===== src/rtl/hsc_pkg.sv =====
// ---------------------------------------------------------------------------
// hsc_pkg
// Shared types, constants and helper functions for the variable-length
// Hamming single-error-correcting encoder/decoder.
// ---------------------------------------------------------------------------
package hsc_pkg;

  // Code geometry
  localparam int MAX_CODE_BITS = 64;
  localparam int DATA_W        = 57;
  localparam int LEN_W         = 6;   // data_length register width
  localparam int POS_W         = 7;   // code position / syndrome width
  localparam int SYN_BITS      = 7;   // parity masks needed for positions 1..64
  localparam int SHIFT_W       = 6;   // bit index into the code word

  // Configuration port
  localparam int APB_ADDR_W = 3;
  localparam int APB_DATA_W = 32;
  localparam int REG_IDX_W  = APB_ADDR_W - 2;
  localparam logic [REG_IDX_W-1:0] REG_DATA_LENGTH = REG_IDX_W'(0);
  localparam logic [LEN_W-1:0] DATA_LENGTH_RESET = LEN_W'(4);

  // Operation codes
  localparam logic OP_ENCODE = 1'b0;
  localparam logic OP_DECODE = 1'b1;

  typedef struct packed {
    logic                     op;
    logic [DATA_W-1:0]        data_word;
    logic [MAX_CODE_BITS-1:0] code_word;
  } hsc_in_t;

  typedef struct packed {
    logic [MAX_CODE_BITS-1:0] code_out;
    logic [POS_W-1:0]         error_position;
    logic                     syndrome_out_of_range;
  } hsc_out_t;

  // Least r with 2^r >= m + r + 1
  function automatic logic [POS_W-1:0] parity_count(input logic [POS_W-1:0] m);
    logic [POS_W-1:0] r;
    r = '0;
    for (int j = 0; j < POS_W; j++) begin
      if ((POS_W'(1) << r) < POS_W'(m + r + POS_W'(1)) || (r < POS_W'(POS_W - 1) &&
          (8'(1) << r) < 8'(m) + 8'(r) + 8'd1)) begin
        r = r + POS_W'(1);
      end
    end
    return r;
  endfunction

  // Largest data length whose code still fits in MAX_CODE_BITS
  function automatic int max_data_bits();
    int best;
    best = 0;
    for (int m = 0; m <= MAX_CODE_BITS; m++) begin
      if (m + int'(parity_count(POS_W'(m))) <= MAX_CODE_BITS) begin
        best = m;
      end
    end
    return best;
  endfunction

  localparam int MAX_DATA_BITS = max_data_bits();

  // Code length n for a data_length register value (oversized values clamp)
  function automatic logic [POS_W-1:0] code_length(input logic [LEN_W-1:0] len);
    logic [POS_W-1:0] m;
    m = (int'(len) > MAX_DATA_BITS) ? POS_W'(MAX_DATA_BITS) : POS_W'(len);
    return POS_W'(m + parity_count(m));
  endfunction

  // Data bit index carried by code position k (k not a power of two):
  // skip the lg+1 parity positions 1, 2, 4, .. 2^lg that lie below k
  function automatic int data_index(input int k);
    int lg;
    lg = 0;
    for (int b = 0; b < POS_W; b++) begin
      if ((k >> b) != 0) begin
        lg = b;
      end
    end
    return k - 2 - lg;
  endfunction

  // Positions 1..MAX_CODE_BITS whose index has bit i set
  function automatic logic [MAX_CODE_BITS-1:0] check_mask(input int i);
    logic [MAX_CODE_BITS-1:0] mask;
    mask = '0;
    for (int k = 1; k <= MAX_CODE_BITS; k++) begin
      mask[k-1] = ((k >> i) & 1) != 0;
    end
    return mask;
  endfunction

endpackage


===== src/rtl/hamming_sec_encode_decode_top.sv =====
// ---------------------------------------------------------------------------
// hamming_sec_encode_decode_top
// Variable-length Hamming SEC encoder/decoder with an APB-style register
// for the data length.
//
//   channel   | direction | handshake           | payload
//   ----------+-----------+---------------------+---------------------------
//   in        | input     | in_valid/in_ready   | in_data  (hsc_in_t)
//   out       | output    | out_valid/out_ready | out_data (hsc_out_t)
//   apb       | input     | psel/penable/pready | paddr, pwdata, prdata
//
// Each accepted item passes through an input register, then the codec XOR
// trees into the result register. One item per clock is sustained while out
// is not stalled; the input register keeps filling while a result waits.
// Reset clears both valid flags and loads data_length = 4.
// A stall on out holds the result; in_ready drops only when both registers
// are full and out is stalled.
// ---------------------------------------------------------------------------
module hamming_sec_encode_decode_top (
  input  logic                             clk,
  input  logic                             rst,
  input  logic                             in_valid,
  output logic                             in_ready,
  input  hsc_pkg::hsc_in_t                 in_data,
  output logic                             out_valid,
  input  logic                             out_ready,
  output hsc_pkg::hsc_out_t                out_data,
  input  logic                             psel,
  input  logic                             penable,
  input  logic                             pwrite,
  input  logic [hsc_pkg::APB_ADDR_W-1:0]   paddr,
  input  logic [hsc_pkg::APB_DATA_W-1:0]   pwdata,
  output logic [hsc_pkg::APB_DATA_W-1:0]   prdata,
  output logic                             pready
);
  import hsc_pkg::*;

  logic [LEN_W-1:0]      data_length;
  logic [POS_W-1:0]      code_len;
  logic [REG_IDX_W-1:0]  reg_idx;
  logic                  cfg_write;
  hsc_in_t               in_reg;
  logic                  in_full;
  logic                  advance;
  hsc_out_t              result_next;

  // Register access
  assign pready    = 1'b1;
  assign reg_idx   = paddr[APB_ADDR_W-1:2];
  assign cfg_write = psel && penable && pwrite && (reg_idx == REG_DATA_LENGTH);

  always_comb begin
    prdata = '0;
    if (reg_idx == REG_DATA_LENGTH) begin
      prdata = APB_DATA_W'(data_length);
    end
  end

  // Hold the length register and its derived code length
  always_ff @(posedge clk) begin
    if (rst) begin
      data_length <= DATA_LENGTH_RESET;
      code_len    <= code_length(DATA_LENGTH_RESET);
    end else if (cfg_write) begin
      data_length <= pwdata[LEN_W-1:0];
      code_len    <= code_length(pwdata[LEN_W-1:0]);
    end
  end

  // Pipeline flow control
  assign advance  = in_full && (!out_valid || out_ready);
  assign in_ready = !in_full || advance;

  // Input register
  always_ff @(posedge clk) begin
    if (rst) begin
      in_full <= 1'b0;
    end else if (in_valid && in_ready) begin
      in_full <= 1'b1;
    end else if (advance) begin
      in_full <= 1'b0;
    end
  end

  always_ff @(posedge clk) begin
    if (in_valid && in_ready) begin
      in_reg <= in_data;
    end
  end

  hsc_codec u_codec (
    .item     (in_reg),
    .code_len (code_len),
    .result   (result_next)
  );

  // Result register
  always_ff @(posedge clk) begin
    if (rst) begin
      out_valid <= 1'b0;
    end else if (advance) begin
      out_valid <= 1'b1;
    end else if (out_ready) begin
      out_valid <= 1'b0;
    end
  end

  always_ff @(posedge clk) begin
    if (advance) begin
      out_data <= result_next;
    end
  end

endmodule


===== src/rtl/hsc_codec.sv =====
// ---------------------------------------------------------------------------
// hsc_codec
// Single-pass Hamming encode / check-and-correct datapath. Data bits are
// wired to their fixed code positions, one XOR tree per syndrome bit serves
// both the parity of an encode and the syndrome of a decode.
// ---------------------------------------------------------------------------
module hsc_codec (
  input  hsc_pkg::hsc_in_t             item,
  input  logic [hsc_pkg::POS_W-1:0]    code_len,
  output hsc_pkg::hsc_out_t            result
);
  import hsc_pkg::*;

  logic [MAX_CODE_BITS-1:0] pos_valid;
  logic [MAX_CODE_BITS-1:0] spread;
  logic [MAX_CODE_BITS-1:0] checked;
  logic [MAX_CODE_BITS-1:0] parity_bits;
  logic [MAX_CODE_BITS-1:0] flip_bit;
  logic [POS_W-1:0]         syn;
  logic                     syn_high;

  // Mark positions inside the code and spread data bits onto their positions
  always_comb begin
    pos_valid = '0;
    spread    = '0;
    for (int k = 1; k <= MAX_CODE_BITS; k++) begin
      pos_valid[k-1] = (POS_W'(k) <= code_len);
      if ((k & (k - 1)) != 0) begin
        spread[k-1] = item.data_word[data_index(k)];
      end
    end
  end

  // Select the word whose syndrome is taken, then build the syndrome
  always_comb begin
    checked = ((item.op == OP_ENCODE) ? spread : item.code_word) & pos_valid;
    for (int i = 0; i < SYN_BITS; i++) begin
      syn[i] = ^(checked & check_mask(i));
    end
  end

  // Parity bits for encode, single-bit flip for decode
  always_comb begin
    parity_bits = '0;
    for (int i = 0; i < SYN_BITS; i++) begin
      parity_bits[(1 << i) - 1] = syn[i];
    end
    syn_high = (syn > code_len);
    flip_bit = '0;
    if (syn != '0 && !syn_high) begin
      flip_bit = MAX_CODE_BITS'(1) << SHIFT_W'(syn - POS_W'(1));
    end
  end

  // Assemble the result
  always_comb begin
    if (item.op == OP_ENCODE) begin
      result.code_out              = (checked | parity_bits) & pos_valid;
      result.error_position        = '0;
      result.syndrome_out_of_range = 1'b0;
    end else begin
      result.code_out              = checked ^ flip_bit;
      result.error_position        = syn;
      result.syndrome_out_of_range = syn_high;
    end
  end

endmodule


===== config.mk =====
export PLATFORM = sky130hd
export DESIGN_NAME = hamming_sec_encode_decode_top
export DESIGN_NICKNAME = d
export VERILOG_FILES = /design/src/rtl/hsc_pkg.sv /design/src/rtl/hamming_sec_encode_decode_top.sv /design/src/rtl/hsc_codec.sv
export SDC_FILE = /design/constraint.sdc
export NUM_CORES = 1
export LEC_CHECK = 0
export ABC_AREA = 1
export BUFFER_PORTS_ARGS = -buffer_cell sky130_fd_sc_hd__buf_2
export CORE_MARGIN = 1
export CORE_UTILIZATION = 50
export DETAILED_ROUTE_END_ITERATION = 7
export PLACE_DENSITY = 0.7
export REMOVE_ABC_BUFFERS = 1
export SLEW_MARGIN = 40
export SYNTH_ARGS = -nofsm -noshare
export SYNTH_HDL_FRONTEND = slang
export SYNTH_HIERARCHICAL = 1
export SYNTH_SLANG_ARGS = --single-unit

===== constraint.sdc =====
create_clock -name clk -period 27.9 [get_ports clk]
set_clock_uncertainty 0.15 [all_clocks]
set_input_delay 5.58 -clock clk [delete_from_list [all_inputs] [get_ports clk]]
set_output_delay 5.58 -clock clk [all_outputs]
set_load 0.05 [all_outputs]

==> summary.txt, run 1 <==
Largest register FFs: 122
Hold Violations, Final: 0
Post-CTS Hold Fix Bufs: 0
core area: 32,500 um2
WL/cell: 16.1 um
maxcap violations: 0
Power Total: 1.58 mW
Syn Area/Cell: 7.12 um2
Post-Syn Area: 16,600 um2
Slew Limit Fails: 0
largest net degree at the start of global routing: 79
Tightest Pin Transition: 857 ps
Pre-Repair DR Iteration Count: 7
EDFF count, synth: 194
Hold WS: 360 ps
cells after synthesis: 2,325
Critical Path End Type: register
synth warn: 6
Combinational Power Share: 0.579
die height: 184 um
Vias: 15,652
I/O Buffers: 215
first-pass GRT wire length: 73.1 mm
Slew headroom: 0.428
chip width: 184 um
Routed Antenna Nets: 0
CTS tree: done
Int Power: 822 uW
iteration-0 DRC count of the detailed router: 1,557
Post-Route WL: 47.9 mm
starting density of the core: 0.509
H-tree Lvls: 1
min-delay worst type: register to register
post-synthesis sequential area ratio: 0.370
clk sink count: 209
grt ovf: 0
library cells used by synthesis: 54
Flop pwr share: 0.237
fin nets: 2,774
antenna violations before repair: 4
final setup fails: 0
CP max stage delay: 600 ps
FF+latch count, synth: 209
Critical-path top delay cell: nor2_1
Residual DRC: 0
minimum clock period after layout: 22,510 ps
final period utilization: 0.807
Post-CTS Setup Inserts: 0
Crit Path Max Fanout: 7
CP arrival: 22,770 ps
clock network fraction of design power: 0.185
Clock Latency Late Sink: 530 ps
post-CTS sizing: 0
Vias per Instance: 5.24
CTS Buffer Depth: 3
Post-synth top flop: edfxtp_1
Max IR drop VDD: 0.0000645 V
sw frac: 0.481
DP HPWL: 37.8 mm
Async S/R FF share, synth: 0
CTS Buf Count: 22
RSZ-0062 raised after global routing: false
net switching power: 761 uW
Overall Global Routing Usage: 0.281
status: complete, no violations
vias in the first global route: 14,001
Power Density: 85.3 nW/um2
synth-to-layout area growth: 12.1%
IO Count: 271
row cnt: 66
post-layout util: 0.571
GP Congestion: 1.03
maximum clock rate: 0.0444 GHz
share of layout cells above drive strength 1: 0.165
Req. time, crit path: 28,160 ps
die area: 33,900 um2
root buf cell: clkbuf_16
setup TNS: 0 ps
CP Class: primary input to register
Worst Setup Start Kind: primary input
clock transition at the registers of the reported paths: 60 ps
Static Leak: 9.71 nW
==> layer usage <==
layer,GRT usage,up-vias,share of wire
met4,0.0893,2,0.035
met5,0,-,0.00023
met1,0.379,7091,0.43
li1,-,7778,-
met3,0.0442,97,0.090
met2,0.459,684,0.45
==> Yosys cell counts (23+ instances only) <==
library cell	instances	area, um2
ha_1	80	1000
nand3_2	23	230
edfxtp_1	194	5830
a21oi_1	41	205
nand2_1	986	3700
nand2_2	50	313
buf_4	38	285
o21ai_0	34	170
inv_1	219	822
inv_2	28	105
nand3_1	228	1140
xor2_1	29	254
nor2_1	174	653
==> kinds of logic (layout without fill, tap and decap cells) <==
kind of cell	Yosys count	after routing	share of synthesized area
simple gates	1546	1546	0.409
buf+inv	329	514	0.0901
flops	209	209	0.370
compound gates	114	114	0.0413
fa+ha+maj	86	86	0.0677
xor+xnor	39	39	0.0211
other cells	2	35	0.000453
==> power groups by stage <==
stage          logic (mW)  registers [mW]  clock network [mW]
3_5_place_dp        0.902           0.381                   0
3_3_place_gp        0.877           0.381                   0
5_1_grt              1.02           0.376               0.311
4_1_cts             0.906           0.375               0.299
6_report            0.916           0.374               0.293
2_1_floorplan       0.661           0.410                   0
==> worst paths after layout <==
| path | cells after the start | to | from | slack [ps] |
|---|---|---|---|---|
| min | 2 | data_length[2]$_SDFFE_PP1P_ | data_length[2]$_SDFFE_PP1P_ | 360 |
| min reg2reg | 2 | data_length[2]$_SDFFE_PP1P_ | data_length[2]$_SDFFE_PP1P_ | 360 |
| max reg2reg | 29 | out_data[24]$_DFFE_PP_ | in_reg[121]$_DFFE_PP_ | 21190 |
| max | 88 | code_len[5]$_SDFFE_PP0P_ | pwdata[5] | 5390 |
==> cells in the final DEF, fill, tap and decap left out, types with 9 or more instances in the layout <==
cell and n:
nor2_4 10, nor2_2 15, o21ai_0 34, ha_1 80, xor2_1 29, buf_2 215, nand2_4 12, nor2_1 172
edfxtp_1 194, inv_2 28, nand3_1 228, dfxtp_1 15, nand4_1 16, nand2_2 50, inv_1 218, nand2_1 986
conb_1 32, a21oi_1 40, clkbuf_16 22, nand3_2 23, xnor2_1 9
==> worst max-delay path, delay by kind of cell <==
| family | cells | cell delay (ps) |
|---|---|---|
| fa+ha+maj | 16 | 4780 |
| compound gates | 21 | 5260 |
| buf+inv | 11 | 1470 |
| simple gates | 33 | 4170 |
| xor+xnor | 7 | 1460 |
==> metrics by stage <==
stage,instance area (um2),setup slack (ps),std cells
final,18600,5390,2985
after global placement,17800,5250,2942
after floorplan,16100,7540,2279
after CTS,18600,5390,2982
after detailed placement,17800,4910,2942
after global routing,18600,3650,2984
==> area by class of cell <==
class,instances,area (um2)
well taps,442,553
diodes,3,7.51
multi-input cells,1817,9070
repair buffers,221,1130
fillers,3152,14000
inverters,253,957
clock buffers,27,569
clock inverters,13,154
flip-flops and latches,209,6130
Power figures use the tool's default switching activity.
==> run 2: changes to the inputs <==
- PLACE_DENSITY: 0.7 -> 0.73
- clock period: 27.9 -> 20.2 ns (I/O delays scaled with it)
==> summary.txt, run 2 (synthesis gave the netlist of run 1 again) <==
status: complete, no violations
Non-Filler Cell Area, Final: 18,900 um2 (+1.8%)
die height: 184 um (unchanged)
row cnt: 66 (unchanged)
iteration-0 DRC count of the detailed router: 1,498 (-3.8%)
final setup fails: 0 (unchanged)
Power Density: 123 nW/um2 (+45%)
antenna violations before repair: 1 (-3)
most common cell after layout, fill and taps aside: nand2_1
starting density of the core: 0.509 (unchanged)
clk sink count: 209 (unchanged)
Residual DRC: 0 (unchanged)
setup TNS: 0 ps (unchanged)
first-pass GRT wire length: 74.1 mm (+1.4%)
CP Class: primary input to register
Overall Global Routing Usage: 0.285 (+0.00421)
Clock Latency Late Sink: 540 ps (about the same)
Post-Route WL: 48.3 mm (+0.81%)
WL/cell: 15.9 um (-0.68%)
Antenna Cells: 0 (-3)
vias in the first global route: 14,043 (+0.30%)
Slew Limit Fails: 0 (unchanged)
Largest register FFs: 122 (unchanged)
Static Leak: 9.91 nW (+2.1%)
min-delay worst type: register to register
GP Congestion: 1.00 (-3.4%)
CTS Buf Count: 22 (unchanged)
share of layout cells above drive strength 1: 0.180 (+0.0155)
Max IR drop VDD: 0.000102 V (+58%)
minimum clock period after layout: 18,710 ps
clock transition at the registers of the reported paths: 70 ps (about the same)
fin nets: 2,823 (+1.8%)
die area: 33,900 um2 (unchanged)
core area: 32,500 um2 (unchanged)
Crit Path Max Fanout: 11 (+4)
final period utilization: 0.926
Routed Antenna Nets: 0 (unchanged)
Worst Setup Start Kind: primary input
Req. time, crit path: 20,480 ps (-7680 ps)
Vias: 15,864 (+1.4%)
largest net degree at the start of global routing: 87 (+10%)
Power Total: 2.33 mW (+47%)
Tightest Pin Transition: 852 ps (-5.23 ps)
Hold WS: 356 ps (-4.17 ps)
CTS tree: done
Critical-path top delay cell: fa_1
commonest cells after routing, fill and taps aside: nand2_1 (986), nand3_1 (228), inv_1 (218)
Critical Path End Type: register
Pre-Repair DR Iteration Count: 6 (-1)
synth-to-layout area growth: 14.1%
Vias per Instance: 5.24 (-0.15%)
IO Count: 271 (unchanged)
Area after DPL: 18,200 um2 (+2.0%)
H-tree Lvls: 1 (unchanged)
root buf cell: clkbuf_16
Hold Violations, Final: 0 (unchanged)
CP arrival: 18,990 ps (-3780 ps)
CP max stage delay: 440 ps (-160 ps)
DP HPWL: 38.3 mm (+1.3%)
maximum clock rate: 0.0534 GHz
maxcap violations: 0 (unchanged)
Slew headroom: 0.430 (+0.00139)
Post-CTS Setup Inserts: 0 (unchanged)
CTS Buffer Depth: 3 (unchanged)
I/O Buffers: 215 (unchanged)
RSZ-0062 raised after global routing: false
grt ovf: 0 (unchanged)
final instance count without filler cells: 3,030 (+1.5%)
Placed Cells: 2,990 (+1.6%)
chip width: 184 um (unchanged)
[run 2: final cells by class]
type / count / area (um2)
Multi-Input combinational cell: 1817 / 9100
Clock inverter: 8 / 60.1
Sequential cell: 209 / 6130
Clock buffer: 31 / 584
Fill cell: 3125 / 13600
Inverter: 253 / 957
Timing Repair Buffer: 270 / 1520
Tap cell: 442 / 553
[run 2: path summary, 6_finish.rpt]
| kind | start | end | slack (ps) | cells past startpoint |
|---|---|---|---|---|
| worst max-delay path | pwdata[4] | code_len[4]$_SDFFE_PP0P_ | 1490 | 88 |
| worst min-delay path | data_length[2]$_SDFFE_PP1P_ | data_length[2]$_SDFFE_PP1P_ | 360 | 2 |
| worst max register to register | in_reg[121]$_DFFE_PP_ | out_data[28]$_DFFE_PP_ | 13690 | 29 |
| worst min register to register | data_length[2]$_SDFFE_PP1P_ | data_length[2]$_SDFFE_PP1P_ | 360 | 2 |
[run 2: metrics by stage]
stage,utilization,setup slack (ps)
floorplan,-,1380
global placement,0.559,1050
detailed placement,0.559,500
CTS,0.579,996
global route,0.581,28.9
finish,0.581,1490
[run 2: power breakdown]
| part | internal [mW] | switching [mW] |
|---|---|---|
| sequential | 0.508 | 0.00921 |
| combinational | 0.536 | 0.910 |
| clock | 0.203 | 0.166 |
[run 2: critical path, delay by kind of cell]
family                   cells  cell delay, ps
AND/OR/NAND/NOR             28            3100
XOR/XNOR                     9            1590
AO/OA/AOI/OAI               18            2920
adder cells (fa/ha/maj)     19            5640
buffers and inverters       14            1660
[run 2: metal layers]
| metal | wire (um) | global-route usage | up-vias |
|---|---|---|---|
| met1 | 20900 | 0.384 | 7144 |
| met5 | 17 | 0 | - |
| li1 | - | - | 7882 |
| met4 | 1960 | 0.111 | 2 |
| met3 | 3890 | 0.0386 | 116 |
| met2 | 21600 | 0.463 | 720 |
[run 2: what timing repair did]
| action | 4_1_cts | 5_1_grt |
|---|---|---|
| gates resized for setup | 0 | 6 |
| hold buffers | 0 | 0 |
| setup endpoints to repair | 0 | 6 |
==> run 3: changes to the inputs <==
- ABC_CLOCK_PERIOD_IN_PS: not set -> 16300
- clock period: 20.2 -> 16.3 ns (I/O delays scaled with it)
==> summary.txt, run 3 (synthesis gave the netlist of run 1 again) <==
status: complete, but fails checks
failing checks: negative setup slack
synth-to-layout area growth: 22.1%
grt ovf: 0 (unchanged)
root buf cell: clkbuf_16
Most common cell on crit path: nand2_2
Worst path top cell family by delay: adder cells
iteration-0 DRC count of the detailed router: 1,792 (+20%)
die area: 33,900 um2 (unchanged)
Overall Global Routing Usage: 0.295 (+0.0104)
share of layout cells above drive strength 1: 0.243 (+0.0632)
Non-Filler Cell Area, Final: 20,200 um2 (+7.0%)
die height: 184 um (unchanged)
RR Startpoint: in_reg[121]$_DFFE_PP_
RSZ-0062 raised after global routing: true
CP Class: primary input to register
Power Density: 170 nW/um2 (+38%)
Post-Route WL: 52.1 mm (+7.8%)
Reg2Reg Depth: 27 (-6.9%)
antenna violations before repair: 2 (+1)
Crit Path Max Fanout: 5 (-6)
final instance count without filler cells: 3,102 (+2.4%)
Largest register FFs: 122 (unchanged)
CP max stage delay: 390 ps (-50 ps)
Residual DRC: 0 (unchanged)
r2r endpoint: out_data[17]$_DFFE_PP_
IO Count: 271 (unchanged)
minimum clock period after layout: 16,640 ps
Vias: 16,382 (+3.3%)
Reg2Reg Setup Slack: 9810 ps (-3880 ps)
Antenna Cells: 0 (unchanged)
Hold Violations, Final: 0 (unchanged)
maxcap violations: 0 (unchanged)
clk sink count: 209 (unchanged)
Routed Antenna Nets: 0 (unchanged)
CTS tree: done
row cnt: 66 (unchanged)
DP HPWL: 39.3 mm (+2.6%)
hold path cells: 2 (unchanged)
Critical-path top delay cell: fa_2
CTS Buffer Depth: 3 (unchanged)
Placed Cells: 3,045 (+1.8%)
final period utilization: 1.02
Fillers: 2,937 (-6.0%)
setup TNS: -1130 ps (-1130 ps)
chip width: 184 um (unchanged)
fin nets: 2,894 (+2.5%)
Power Total: 3.44 mW (+47%)
Pre-Repair DR Iteration Count: 6 (unchanged)
WL/cell: 16.8 um (+5.3%)
CP arrival: 16,920 ps (-2070 ps)
most common cell after layout, fill and taps aside: nand2_1
Req. time, crit path: 16,580 ps (-3900 ps)
first-pass GRT wire length: 77.0 mm (+3.8%)
maximum clock rate: 0.0601 GHz
Slew Limit Fails: 0 (unchanged)
Setup crit start: pwdata[2]
H-tree Lvls: 1 (unchanged)
Clock Latency Late Sink: 540 ps (about the same)
CP Buf/Inv Count: 18 (+4)
Static Leak: 10.4 nW (+5.0%)
Slew headroom: 0.393 (-0.0370)
core area: 32,500 um2 (unchanged)
Area after DPL: 18,600 um2 (+2.3%)
Hold WS: 364 ps (+7.80 ps)
Critical Path End Type: register
GP Congestion: 1.04 (+3.6%)
Vias per Instance: 5.28 (+0.87%)
Hold EP: data_length[2]$_SDFFE_PP1P_
min-delay worst type: register to register
Max IR drop VDD: 0.000157 V (+55%)
commonest cells after routing, fill and taps aside: nand2_1 (970), nand3_1 (223), buf_2 (212)
post-route setup slack: -338 ps (-1830 ps)
Worst Setup Start Kind: primary input
I/O Buffers: 215 (unchanged)
Tightest Pin Transition: 905 ps (+52.6 ps)
starting density of the core: 0.509 (unchanged)
largest net degree at the start of global routing: 87 (unchanged)
vias in the first global route: 14,839 (+5.7%)
Min-Delay Startpoint: data_length[2]$_SDFFE_PP1P_
final setup fails: 5 (+5)
CTS Buf Count: 23 (+4.5%)
clock transition at the registers of the reported paths: 60 ps (about the same)
-- run 3: cell count changes in the layout (fill, tap and decap cells not counted), moves of 10 or more --
cell,delta
nor2_1,-13
inv_1,-16
ha_1,-21
a21oi_1,-11
ha_4,+15
nand2_1,-16
nand2_2,+10
a21oi_2,+10
buf_4,+68
inv_2,+15
nor2_2,+11
-- run 3: tightest hold or removal path, cell delays in order, from the launching register on --
cell and delay (ps):
dfxtp_1 300, inv_1 60, o211ai_1 90
-- run 3: worst max path at each step --
stage | depth (start not counted) | end
global placement | 87 | code_len[4]$_SDFFE_PP0P_
floorplan | 88 | code_len[4]$_SDFFE_PP0P_
detailed placement | 89 | code_len[4]$_SDFFE_PP0P_
finish | 97 | code_len[4]$_SDFFE_PP0P_
global route | 97 | code_len[4]$_SDFFE_PP0P_
CTS | 95 | code_len[4]$_SDFFE_PP0P_
-- run 3: metal layers --
layer  part of all wire  GRT usage  wire [um]  vias up
met5            0.00052          0         27        -
li1                   -          -          -     8023
met4              0.036     0.0967       1900        4
met2               0.47      0.500      24500      757
met3              0.085     0.0477       4440      118
met1               0.41      0.383      21200     7480
-- run 3: area by class of cell --
cell class / count / area, um2 / area share
Sequential cell: 209 / 6130 / 0.303
Clock inverter: 16 / 290 / 0.0144
Tap cell: 442 / 553 / 0.0274
Clock buffer: 25 / 583 / 0.0288
Multi-Input combinational cell: 1817 / 9640 / 0.477
Timing Repair Buffer: 340 / 2070 / 0.102
Inverter: 253 / 960 / 0.0475
-- run 3: power breakdown --
part | internal, mW | switching [mW] | total (mW) | leakage [nW]
logic | 0.855 | 1.34 | 2.19 | 7.99
registers | 0.630 | 0.0117 | 0.641 | 2.00
clock network | 0.385 | 0.217 | 0.602 | 0.422
-- run 3: through the flow --
| stage | setup WS [ps] | util |
|---|---|---|
| 2_1_floorplan | -1740 | - |
| 3_3_place_gp | -1030 | 0.572 |
| 3_5_place_dp | -1550 | 0.572 |
| 4_1_cts | 2.17 | 0.605 |
| 5_1_grt | -914 | 0.621 |
| 6_report | -338 | 0.621 |
-- run 3: timing repair --
action / CTS / global route
buffers inserted: 5 / 11
resized for setup: 45 / 104
hold buffers: 0 / 0
pin swaps: 25 / 104
endpoints found under the setup margin: 7 / 7
